[src/hdl/madt_pkg.sv]
// madt_pkg: shared types and constants for the madt table stream parser
// used by madt_front, madt_queue and madt_table_stream_parser_top
package madt_pkg;

    localparam int MAX_PROCESSORS = 64;
    localparam int MAX_IO_APICS   = 8;
    localparam int MAX_OVERRIDES  = 16;

    localparam logic [31:0] HDR_BYTES = 32'd44;
    localparam logic [31:0] MAX_TABLE = 32'd1048576;
    localparam int          NUM_EBYTES = 12;
    localparam int          QUEUE_DEPTH = 4;

    localparam logic [7:0] SIG_BYTES [4] = '{8'h41, 8'h50, 8'h49, 8'h43};

    localparam logic [7:0] ET_PROCESSOR = 8'd0;
    localparam logic [7:0] ET_IOAPIC    = 8'd1;
    localparam logic [7:0] ET_OVERRIDE  = 8'd2;
    localparam logic [7:0] ET_LAPIC_ADDR = 8'd5;

    localparam logic [1:0] KIND_PROCESSOR = 2'd0;
    localparam logic [1:0] KIND_IOAPIC    = 2'd1;
    localparam logic [1:0] KIND_OVERRIDE  = 2'd2;
    localparam logic [1:0] KIND_SUMMARY   = 2'd3;

    localparam logic [1:0] ST_OK        = 2'd0;
    localparam logic [1:0] ST_INVALID   = 2'd1;
    localparam logic [1:0] ST_TOO_MANY  = 2'd2;

    localparam logic [1:0] ERR_NONE      = 2'd0;
    localparam logic [1:0] ERR_MALFORMED = 2'd1;
    localparam logic [1:0] ERR_CAPACITY  = 2'd2;

    typedef struct packed {
        logic [1:0]  record_kind;
        logic        is_final;
        logic [7:0]  id_first;
        logic [7:0]  id_second;
        logic [31:0] word_first;
        logic [15:0] word_second;
        logic [15:0] interrupt_base_high;
        logic [1:0]  status;
        logic [63:0] apic_address;
        logic [31:0] table_flags;
        logic [6:0]  processor_total;
        logic [3:0]  ioapic_total;
    } rec_t;

    typedef struct packed {
        logic [1:0] num;
        rec_t       first;
        rec_t       second;
    } push_t;

endpackage

[src/hdl/madt_front.sv]
// madt_front: byte parser, header checks, entry decode and record build
// depends on madt_pkg
module madt_front
    import madt_pkg::*;
(
    input  logic       clk,
    input  logic       rst_n,
    input  logic       in_valid,
    input  logic [7:0] data_byte,
    input  logic       is_last,
    output push_t      wr
);

    logic [20:0] pos_reg, pos_next;
    logic [7:0]  sum_reg, sum_next;
    logic [31:0] hl_reg, hl_next;
    logic        sig_reg, sig_next;
    logic [31:0] flags_reg, flags_next;
    logic [63:0] laddr_reg, laddr_next;
    logic [20:0] nes_reg, nes_next;
    logic [7:0]  eb_reg [NUM_EBYTES];
    logic [7:0]  eb_cur [NUM_EBYTES];
    logic [15:0] etl_reg, etl_next;
    logic [6:0]  cproc_reg, cproc_next;
    logic [3:0]  cio_reg, cio_next;
    logic [4:0]  cov_reg, cov_next;
    logic [1:0]  fee_reg, fee_next;

    logic        gate;
    logic [20:0] idx;
    logic [7:0]  etype;
    logic [7:0]  elen;
    logic [31:0] w4, w8;
    logic [31:0] total;
    logic        hdr_ok;
    logic        emit;
    rec_t        erec;
    rec_t        srec;

    always_comb
    begin
        for (int i = 0; i < NUM_EBYTES; i++)
        begin
            eb_cur[i] = (gate && idx == 21'(i)) ? data_byte : eb_reg[i];
        end
    end

    assign w4 = {eb_cur[7], eb_cur[6], eb_cur[5], eb_cur[4]};
    assign w8 = {eb_cur[11], eb_cur[10], eb_cur[9], eb_cur[8]};

    assign gate = sig_reg && hl_reg >= HDR_BYTES && hl_reg <= MAX_TABLE &&
                  pos_reg >= HDR_BYTES[20:0] && {11'b0, pos_reg} < hl_reg &&
                  fee_reg == ERR_NONE && pos_reg >= nes_reg;
    assign idx  = pos_reg - nes_reg;

    always_comb
    begin
        sum_next   = sum_reg + data_byte;
        sig_next   = sig_reg;
        hl_next    = hl_reg;
        flags_next = flags_reg;
        laddr_next = laddr_reg;
        nes_next   = nes_reg;
        etl_next   = etl_reg;
        cproc_next = cproc_reg;
        cio_next   = cio_reg;
        cov_next   = cov_reg;
        fee_next   = fee_reg;
        etype      = etl_reg[7:0];
        elen       = etl_reg[15:8];
        emit       = 1'b0;
        erec       = '0;

        if (pos_reg < 21'd4)
        begin
            if (data_byte != SIG_BYTES[pos_reg[1:0]])
            begin
                sig_next = 1'b0;
            end
        end
        else if (pos_reg < 21'd8)
        begin
            hl_next[pos_reg[1:0]*8 +: 8] = hl_reg[pos_reg[1:0]*8 +: 8] | data_byte;
        end
        else if (pos_reg >= 21'd36 && pos_reg < 21'd40)
        begin
            laddr_next[pos_reg[1:0]*8 +: 8] = laddr_reg[pos_reg[1:0]*8 +: 8] | data_byte;
        end
        else if (pos_reg >= 21'd40 && pos_reg < 21'd44)
        begin
            flags_next[pos_reg[1:0]*8 +: 8] = flags_reg[pos_reg[1:0]*8 +: 8] | data_byte;
        end

        if (gate)
        begin
            if (idx == 21'd0)
            begin
                etl_next = {8'd0, data_byte};
                if (hl_reg - {11'b0, pos_reg} < 32'd2)
                begin
                    fee_next = ERR_MALFORMED;
                end
            end
            else
            begin
                if (idx == 21'd1)
                begin
                    elen     = data_byte;
                    etl_next = {data_byte, etype};
                    if (data_byte < 8'd2 ||
                        {24'd0, data_byte} > hl_reg - {11'b0, nes_reg})
                    begin
                        fee_next = ERR_MALFORMED;
                    end
                    else if (etype == ET_PROCESSOR)
                    begin
                        if (data_byte < 8'd8)
                            fee_next = ERR_MALFORMED;
                        else if (cproc_reg >= 7'(MAX_PROCESSORS))
                            fee_next = ERR_CAPACITY;
                    end
                    else if (etype == ET_IOAPIC)
                    begin
                        if (data_byte < 8'd12)
                            fee_next = ERR_MALFORMED;
                        else if (cio_reg >= 4'(MAX_IO_APICS))
                            fee_next = ERR_CAPACITY;
                    end
                    else if (etype == ET_OVERRIDE)
                    begin
                        if (data_byte < 8'd10)
                            fee_next = ERR_MALFORMED;
                        else if (cov_reg >= 5'(MAX_OVERRIDES))
                            fee_next = ERR_CAPACITY;
                    end
                    else if (etype == ET_LAPIC_ADDR)
                    begin
                        if (data_byte < 8'd12)
                            fee_next = ERR_MALFORMED;
                    end
                end
                if (fee_next == ERR_NONE)
                begin
                    if (etype == ET_PROCESSOR && idx == 21'd7)
                    begin
                        if (w4[1:0] != 2'b00)
                        begin
                            emit                 = 1'b1;
                            erec.record_kind     = KIND_PROCESSOR;
                            erec.id_first        = eb_cur[2];
                            erec.id_second       = eb_cur[3];
                            erec.word_first      = w4;
                            cproc_next           = cproc_reg + 7'd1;
                        end
                    end
                    else if (etype == ET_IOAPIC && idx == 21'd11)
                    begin
                        emit                     = 1'b1;
                        erec.record_kind         = KIND_IOAPIC;
                        erec.id_first            = eb_cur[2];
                        erec.word_first          = w4;
                        erec.word_second         = w8[15:0];
                        erec.interrupt_base_high = w8[31:16];
                        cio_next                 = cio_reg + 4'd1;
                    end
                    else if (etype == ET_OVERRIDE && idx == 21'd9)
                    begin
                        emit             = 1'b1;
                        erec.record_kind = KIND_OVERRIDE;
                        erec.id_first    = eb_cur[2];
                        erec.id_second   = eb_cur[3];
                        erec.word_first  = w4;
                        erec.word_second = {eb_cur[9], eb_cur[8]};
                        cov_next         = cov_reg + 5'd1;
                    end
                    else if (etype == ET_LAPIC_ADDR && idx == 21'd11)
                    begin
                        laddr_next = {w8, w4};
                    end
                    if (idx == {13'd0, elen} - 21'd1)
                    begin
                        nes_next = nes_reg + {13'd0, elen};
                    end
                end
            end
        end
    end

    assign pos_next = (pos_reg == {21{1'b1}}) ? pos_reg : pos_reg + 21'd1;
    assign total    = {11'b0, pos_reg} + 32'd1;
    assign hdr_ok   = sig_next && hl_next >= HDR_BYTES && hl_next <= MAX_TABLE &&
                      total == hl_next && sum_next == 8'd0;

    always_comb
    begin
        srec                 = '0;
        srec.record_kind     = KIND_SUMMARY;
        srec.is_final        = 1'b1;
        srec.apic_address    = laddr_next;
        srec.table_flags     = flags_next;
        srec.processor_total = cproc_next;
        srec.ioapic_total    = cio_next;
        if (!hdr_ok)
            srec.status = ST_INVALID;
        else if (fee_next == ERR_MALFORMED)
            srec.status = ST_INVALID;
        else if (fee_next == ERR_CAPACITY)
            srec.status = ST_TOO_MANY;
        else if (laddr_next == 64'd0 || cproc_next == 7'd0 || cio_next == 4'd0)
            srec.status = ST_INVALID;
        else
            srec.status = ST_OK;
    end

    always_comb
    begin
        wr = '0;
        if (in_valid)
        begin
            if (emit)
            begin
                wr.first  = erec;
                wr.second = srec;
                wr.num    = is_last ? 2'd2 : 2'd1;
            end
            else if (is_last)
            begin
                wr.first = srec;
                wr.num   = 2'd1;
            end
        end
    end

    always_ff @(posedge clk)
    begin
        if (in_valid && gate && idx < 21'(NUM_EBYTES))
        begin
            eb_reg[idx[3:0]] <= data_byte;
        end
    end

    always_ff @(posedge clk or negedge rst_n)
    begin
        if (!rst_n)
        begin
            pos_reg   <= '0;
            sum_reg   <= '0;
            hl_reg    <= '0;
            sig_reg   <= 1'b1;
            flags_reg <= '0;
            laddr_reg <= '0;
            nes_reg   <= HDR_BYTES[20:0];
            etl_reg   <= '0;
            cproc_reg <= '0;
            cio_reg   <= '0;
            cov_reg   <= '0;
            fee_reg   <= ERR_NONE;
        end
        else if (in_valid)
        begin
            if (is_last)
            begin
                pos_reg   <= '0;
                sum_reg   <= '0;
                hl_reg    <= '0;
                sig_reg   <= 1'b1;
                flags_reg <= '0;
                laddr_reg <= '0;
                nes_reg   <= HDR_BYTES[20:0];
                etl_reg   <= '0;
                cproc_reg <= '0;
                cio_reg   <= '0;
                cov_reg   <= '0;
                fee_reg   <= ERR_NONE;
            end
            else
            begin
                pos_reg   <= pos_next;
                sum_reg   <= sum_next;
                hl_reg    <= hl_next;
                sig_reg   <= sig_next;
                flags_reg <= flags_next;
                laddr_reg <= laddr_next;
                nes_reg   <= nes_next;
                etl_reg   <= etl_next;
                cproc_reg <= cproc_next;
                cio_reg   <= cio_next;
                cov_reg   <= cov_next;
                fee_reg   <= fee_next;
            end
        end
    end

endmodule

[src/hdl/madt_queue.sv]
// madt_queue: short record queue, up to two requests written per cycle
// depends on madt_pkg
module madt_queue
    import madt_pkg::*;
(
    input  logic  clk,
    input  logic  rst_n,
    input  push_t wr,
    output logic  full,
    output logic  empty,
    input  logic  pop,
    output rec_t  head
);

    localparam int PW = $clog2(QUEUE_DEPTH);
    localparam int CW = $clog2(QUEUE_DEPTH + 1);

    rec_t          mem [QUEUE_DEPTH];
    logic [PW-1:0] wp_reg, rp_reg;
    logic [CW-1:0] cnt_reg, cnt_next;
    logic          do_pop;

    assign empty  = (cnt_reg == '0);
    assign full   = (cnt_reg > CW'(QUEUE_DEPTH - 2));
    assign do_pop = pop && !empty;
    assign head   = mem[rp_reg];
    assign cnt_next = cnt_reg + CW'(wr.num) - CW'(do_pop);

    always_ff @(posedge clk)
    begin
        if (wr.num != 2'd0)
        begin
            mem[wp_reg] <= wr.first;
        end
        if (wr.num == 2'd2)
        begin
            mem[wp_reg + PW'(1)] <= wr.second;
        end
    end

    always_ff @(posedge clk or negedge rst_n)
    begin
        if (!rst_n)
        begin
            wp_reg  <= '0;
            rp_reg  <= '0;
            cnt_reg <= '0;
        end
        else
        begin
            wp_reg  <= wp_reg + PW'(wr.num);
            rp_reg  <= rp_reg + PW'(do_pop);
            cnt_reg <= cnt_next;
        end
    end

`ifndef SYNTHESIS
    a_no_overflow: assert property (@(posedge clk) disable iff (!rst_n)
        cnt_reg <= CW'(QUEUE_DEPTH))
        else $error("record queue overflow");
    a_write_fits: assert property (@(posedge clk) disable iff (!rst_n)
        (wr.num != 2'd0) |-> !full)
        else $error("record write while queue full");
    a_final_kind: assert property (@(posedge clk) disable iff (!rst_n)
        !empty |-> (head.is_final == (head.record_kind == KIND_SUMMARY)))
        else $error("summary marker and kind disagree");
`endif

endmodule

[src/hdl/madt_table_stream_parser_top.sv]
// madt_table_stream_parser_top: madt byte stream parser, front parser plus record queue
// depends on madt_pkg, madt_front, madt_queue
//
// Takes one table byte per cycle with no gaps needed; each byte is parsed in the cycle it
// is accepted and its records (at most an entry record and the closing summary) enter a
// four-deep record queue. full rises when fewer than two slots are free, so input keeps
// flowing at one byte per cycle as long as the result side pops; the first record appears
// in the cycle after the byte that completes it.
module madt_table_stream_parser_top
    import madt_pkg::*;
(
    input  logic        clk,
    input  logic        rst_n,
    input  logic        push,
    output logic        full,
    input  logic [7:0]  data_byte,
    input  logic        is_last,
    output logic        empty,
    input  logic        pop,
    output logic [1:0]  record_kind,
    output logic        is_final,
    output logic [7:0]  id_first,
    output logic [7:0]  id_second,
    output logic [31:0] word_first,
    output logic [15:0] word_second,
    output logic [15:0] interrupt_base_high,
    output logic [1:0]  status,
    output logic [63:0] apic_address,
    output logic [31:0] table_flags,
    output logic [6:0]  processor_total,
    output logic [3:0]  ioapic_total
);

    push_t wr;
    rec_t  head;

    madt_front u_front
    (
        .clk       (clk),
        .rst_n     (rst_n),
        .in_valid  (push && !full),
        .data_byte (data_byte),
        .is_last   (is_last),
        .wr        (wr)
    );

    madt_queue u_queue
    (
        .clk   (clk),
        .rst_n (rst_n),
        .wr    (wr),
        .full  (full),
        .empty (empty),
        .pop   (pop),
        .head  (head)
    );

    assign record_kind         = head.record_kind;
    assign is_final            = head.is_final;
    assign id_first            = head.id_first;
    assign id_second           = head.id_second;
    assign word_first          = head.word_first;
    assign word_second         = head.word_second;
    assign interrupt_base_high = head.interrupt_base_high;
    assign status              = head.status;
    assign apic_address        = head.apic_address;
    assign table_flags         = head.table_flags;
    assign processor_total     = head.processor_total;
    assign ioapic_total        = head.ioapic_total;

endmodule
[config.mk]
export PLATFORM = sky130hd
export DESIGN_NAME = madt_table_stream_parser_top
export DESIGN_NICKNAME = d
export VERILOG_FILES = /design/src/hdl/madt_pkg.sv /design/src/hdl/madt_front.sv /design/src/hdl/madt_queue.sv /design/src/hdl/madt_table_stream_parser_top.sv
export SDC_FILE = /design/constraint.sdc
export NUM_CORES = 2
export LEC_CHECK = 0
export BUFFER_PORTS_ARGS = -buffer_cell sky130_fd_sc_hd__buf_2
export CORE_MARGIN = 1.5
export CORE_UTILIZATION = 28
export CTS_CLUSTER_DIAMETER = 60
export DETAILED_ROUTE_END_ITERATION = 8
export PLACE_DENSITY_LB_ADDON = 0.1
export SYNTH_ARGS = -nofsm -noshare
export SYNTH_HDL_FRONTEND = slang
export SYNTH_SLANG_ARGS = --single-unit
[constraint.sdc]
create_clock -name clk -period 14.1 [get_ports clk]
set_input_delay 1.41 -clock clk [delete_from_list [all_inputs] [get_ports clk]]
set_output_delay 1.41 -clock clk [all_outputs]
set_load 0.02 [all_outputs]
==> flow_summary.yaml <==
place:
  placed_area_um2: 56500
  dp_hpwl_um: 136000
  portBuffers: 206
  routabilityCongestion: 0.883
setup_path:
  path_class: "flop to flop"
  arrival_ps: 9340
  r2r_start: "u_front.nes_reg[10]$_DFFE_PN0P_"
  cp.required_ps: 14610
  crit_family: "simple AND/OR/NAND/NOR gates"
  cp_slowest_stage_delay_ps: 910
  path_cells: "inv_1 -> ha_1 -> a21oi_1 -> o21ai_0 -> a221oi_1 -> o21ai_0 -> xnor2_1 -> nor4bb_2 -> nand4b_1 -> o31ai_1 -> or4b_4 -> o31ai_4 -> ha_1 -> and3_1 -> nand2b_1 -> nand3_2 -> buf_4 -> nor3_1 -> a31oi_4 -> buf_4 -> buf_4 -> nor2_1"
  cp_common_cell: "buf_4"
  critPathSlowestCell: "nor4bb_2"
  crit_buf_inv: 4
  worstPathMaxFanout: 62
  endpoint_kind: "flop"
  worstSetupStartpoint: "u_front.nes_reg[10]$_DFFE_PN0P_"
  cp-start-kind: "flop"
finish:
  final_common_cell: "nand2_1"
  fin_area_um2: 61300
  num-nets-final: 5261
  synthToLayoutAreaGrowth_pct: 16.5
  layout-drive-gt1-share_pct: 16.7
  final_cell_mix: "688 x nand2_1, 647 x nor2_1, 528 x edfxtp_1"
  largest_reg_flops: 768
sta:
  final.min_clock_period_ps: 8830
  rsz0062_at_grt: "no"
  setup_viol: 0
  max_freq_ghz: 0.113
  fin_skew_ps: 53.8
  final_max_slew_viol_count: 0
  tightest_slew_ps: 1110
  tns_ps: 0
  relSlewSlack_pct: 25.5
  final_hold_viol_count: 0
  timing.hold.ws_ps: 445
  fin_crit_sh_pct: 62.7
clocking:
  cts_tree: "done"
  clockBufferDepth: 3
  postCtsHoldBufs: 0
  cts-buffers-inserted: 143
  cts_setup_buffers: 0
  clk_transition_reported_paths_ps: 60
  cts-resized-gates: 0
  clk_latency_ps: 820
  clock-root-buffer: "clkbuf_16"
  clock_sinks: 1068
  cts.htree.levels: 4
power_and_ir_drop:
  power_density_nw_per_um2: 158
  total_leakage_power_nw: 22.3
  clkPwrFrac_pct: 38.3
  p_seq_share_pct: 36.0
  switching_share_pct: 33.4
  irDropWorstVdd_uv: 133
  comb_power_share_pct: 25.6
  internal_power_w: 0.00644
  p_switching_w: 0.00322
yosys:
  ys_ff_latch: 1068
  synth_edf_count: 528
  ys.flop_type: "edfxtp_1"
  yosys_warnings: 0
  synth_top_cell_area_share_pct: 30.1
  synth.yosys.seq_area_share_pct: 52.8
  postSynthAreaPerCell_um2: 10.5
  syn-cell-area_um2: 52600
  synth.distinct_cells: 106
  synth.top_cells.by_area: "edfxtp_1 30%, dfxtp_1 12%, dfrtp_1 10%"
  synth_nets: 5122
  synth_top_area_cell: "edfxtp_1"
  synthesis.instances: 4996
  async_reset_ff_share_pct: 20.6
die:
  num_rows: 158
  dieArea_um2: 191000
  start_util_pct: 28.3
  core_um2: 186000
  ioPinCount: 207
  die_y_um: 436
  dieWidth_um: 436
worst_hold_path:
  min_path_type: "flop to flop"
  hp-start: "u_queue.mem[1][115]$_SDFFE_PP0P_"
global_route:
  overflow: 0
  track_usage_pct: 20.9
  grt_max_degree: 110
  grt_pass1_vias: 40012
  grt_pass1_wl_um: 294000
  antenna_found_initial: 6
detailed_routing:
  drt_first_pass_iters: 5
  routed_wl_um: 203000
  ant_nets: 0
  drc_errors: 0
  drtIter0Drc: 3302
  num_vias: 40690
  detail_route.wl_per_cell_um: 26.2
  viasPerCell: 5.26
run_status:
  status: "finished, final reports clean"
flow_run:
  cap_violations: 0
==> cells in the mapped netlist (36+ instances only) <==
| library cell | count |
|---|---|
| a21o_1 | 39 |
| a21oi_1 | 197 |
| a22o_1 | 39 |
| clkbuf_1 | 254 |
| dfrtp_1 | 216 |
| dfxtp_1 | 320 |
| edfxtp_1 | 528 |
| ha_1 | 107 |
| inv_1 | 112 |
| mux2i_1 | 42 |
| mux4_2 | 216 |
| nand2_1 | 694 |
| nand3_1 | 77 |
| nand4_1 | 66 |
| nor2_1 | 648 |
| nor3_1 | 129 |
| nor4_1 | 36 |
| o21ai_0 | 482 |
| o21ai_1 | 86 |
| or2_2 | 36 |
| xnor2_1 | 96 |
| xor2_1 | 36 |
==> power groups by stage <==
stage          clock network, W  logic (W)  registers (W)
6_report                0.00370    0.00248        0.00348
5_1_grt                 0.00391    0.00265        0.00350
4_1_cts                 0.00380    0.00252        0.00348
3_5_place_dp                  0    0.00251        0.00354
3_3_place_gp                  0    0.00252        0.00354
2_1_floorplan                 0    0.00164        0.00347
==> final timing paths <==
kind / slack [ps] / cells after the start / endpoint
setup reg to reg: 5270 / 22 / u_queue.mem[1][20]$_DFFE_PP_
setup / recovery: 5270 / 22 / u_queue.mem[1][20]$_DFFE_PP_
max in group asynchronous: 11580 / 3 / u_front.laddr_reg[62]$_DFFE_PN0P_
hold / removal: 450 / 2 / u_queue.mem[1][115]$_SDFFE_PP0P_
min in group asynchronous: 610 / 1 / u_front.flags_reg[8]$_DFFE_PN0P_
hold reg to reg: 450 / 2 / u_queue.mem[1][115]$_SDFFE_PP0P_
==> metal layers <==
layer	routed length (um)	part of all wire, %	track usage [%]	vias to the layer above
li1	-	-	-	18508
met1	91400	45	28.6	20698
met2	96100	47	34.2	1242
met3	9960	4.9	3.10	242
met4	5430	2.7	6.01	0
met5	0	0	0	-
==> kinds of logic (layout without fill, tap and decap cells) <==
| kind of cell | Yosys count | count (layout) | synth area share, % |
|---|---|---|---|
| mux | 296 | 296 | 10.9 |
| xor+xnor | 132 | 132 | 2.20 |
| compound gates | 1092 | 1092 | 12.5 |
| fa+ha+maj | 113 | 113 | 2.77 |
| flops | 1068 | 1068 | 52.8 |
| buf+inv | 430 | 687 | 3.19 |
| other cells | 0 | 5 | 0 |
| simple gates | 1865 | 1865 | 15.7 |
==> worst reg2reg max path, stage by stage (launching register included) <==
cell      delay [ps]
dfrtp_1          370
inv_1            150
ha_1             380
a21oi_1          500
o21ai_0          250
a221oi_1         320
o21ai_0          180
xnor2_1          380
nor4bb_2         910
nand4b_1         650
o31ai_1          500
or4b_4           220
o31ai_4          170
ha_1             450
and3_1           240
nand2b_1         240
nand3_2          120
buf_4            550
nor3_1           170
a31oi_4          170
buf_4            570
buf_4            870
nor2_1           210
==> layout make-up <==
type	instances	area [um^2]
antenna	5	12.5
clock buffer	203	4110
clock inverter	60	696
fill	18967	125000
inverter	117	459
multi-input combinational	3498	23300
sequential	1068	27800
tap	2480	3100
timing repair buffer	307	1840
==> per-stage QoR <==
step / total power (W) / cells / utilization (%) / setup slack, ps
after floorplan: 0.00511 / 4996 / - / 5310
after global placement: 0.00607 / 7470 / 30.4 / 5450
after detailed placement: 0.00606 / 7470 / 30.4 / 5260
after CTS: 0.00980 / 7733 / 32.9 / 5270
after global routing: 0.0101 / 7734 / 32.9 / 4590
final: 0.00966 / 7738 / 32.9 / 5270
Power figures use the tool's default switching activity.
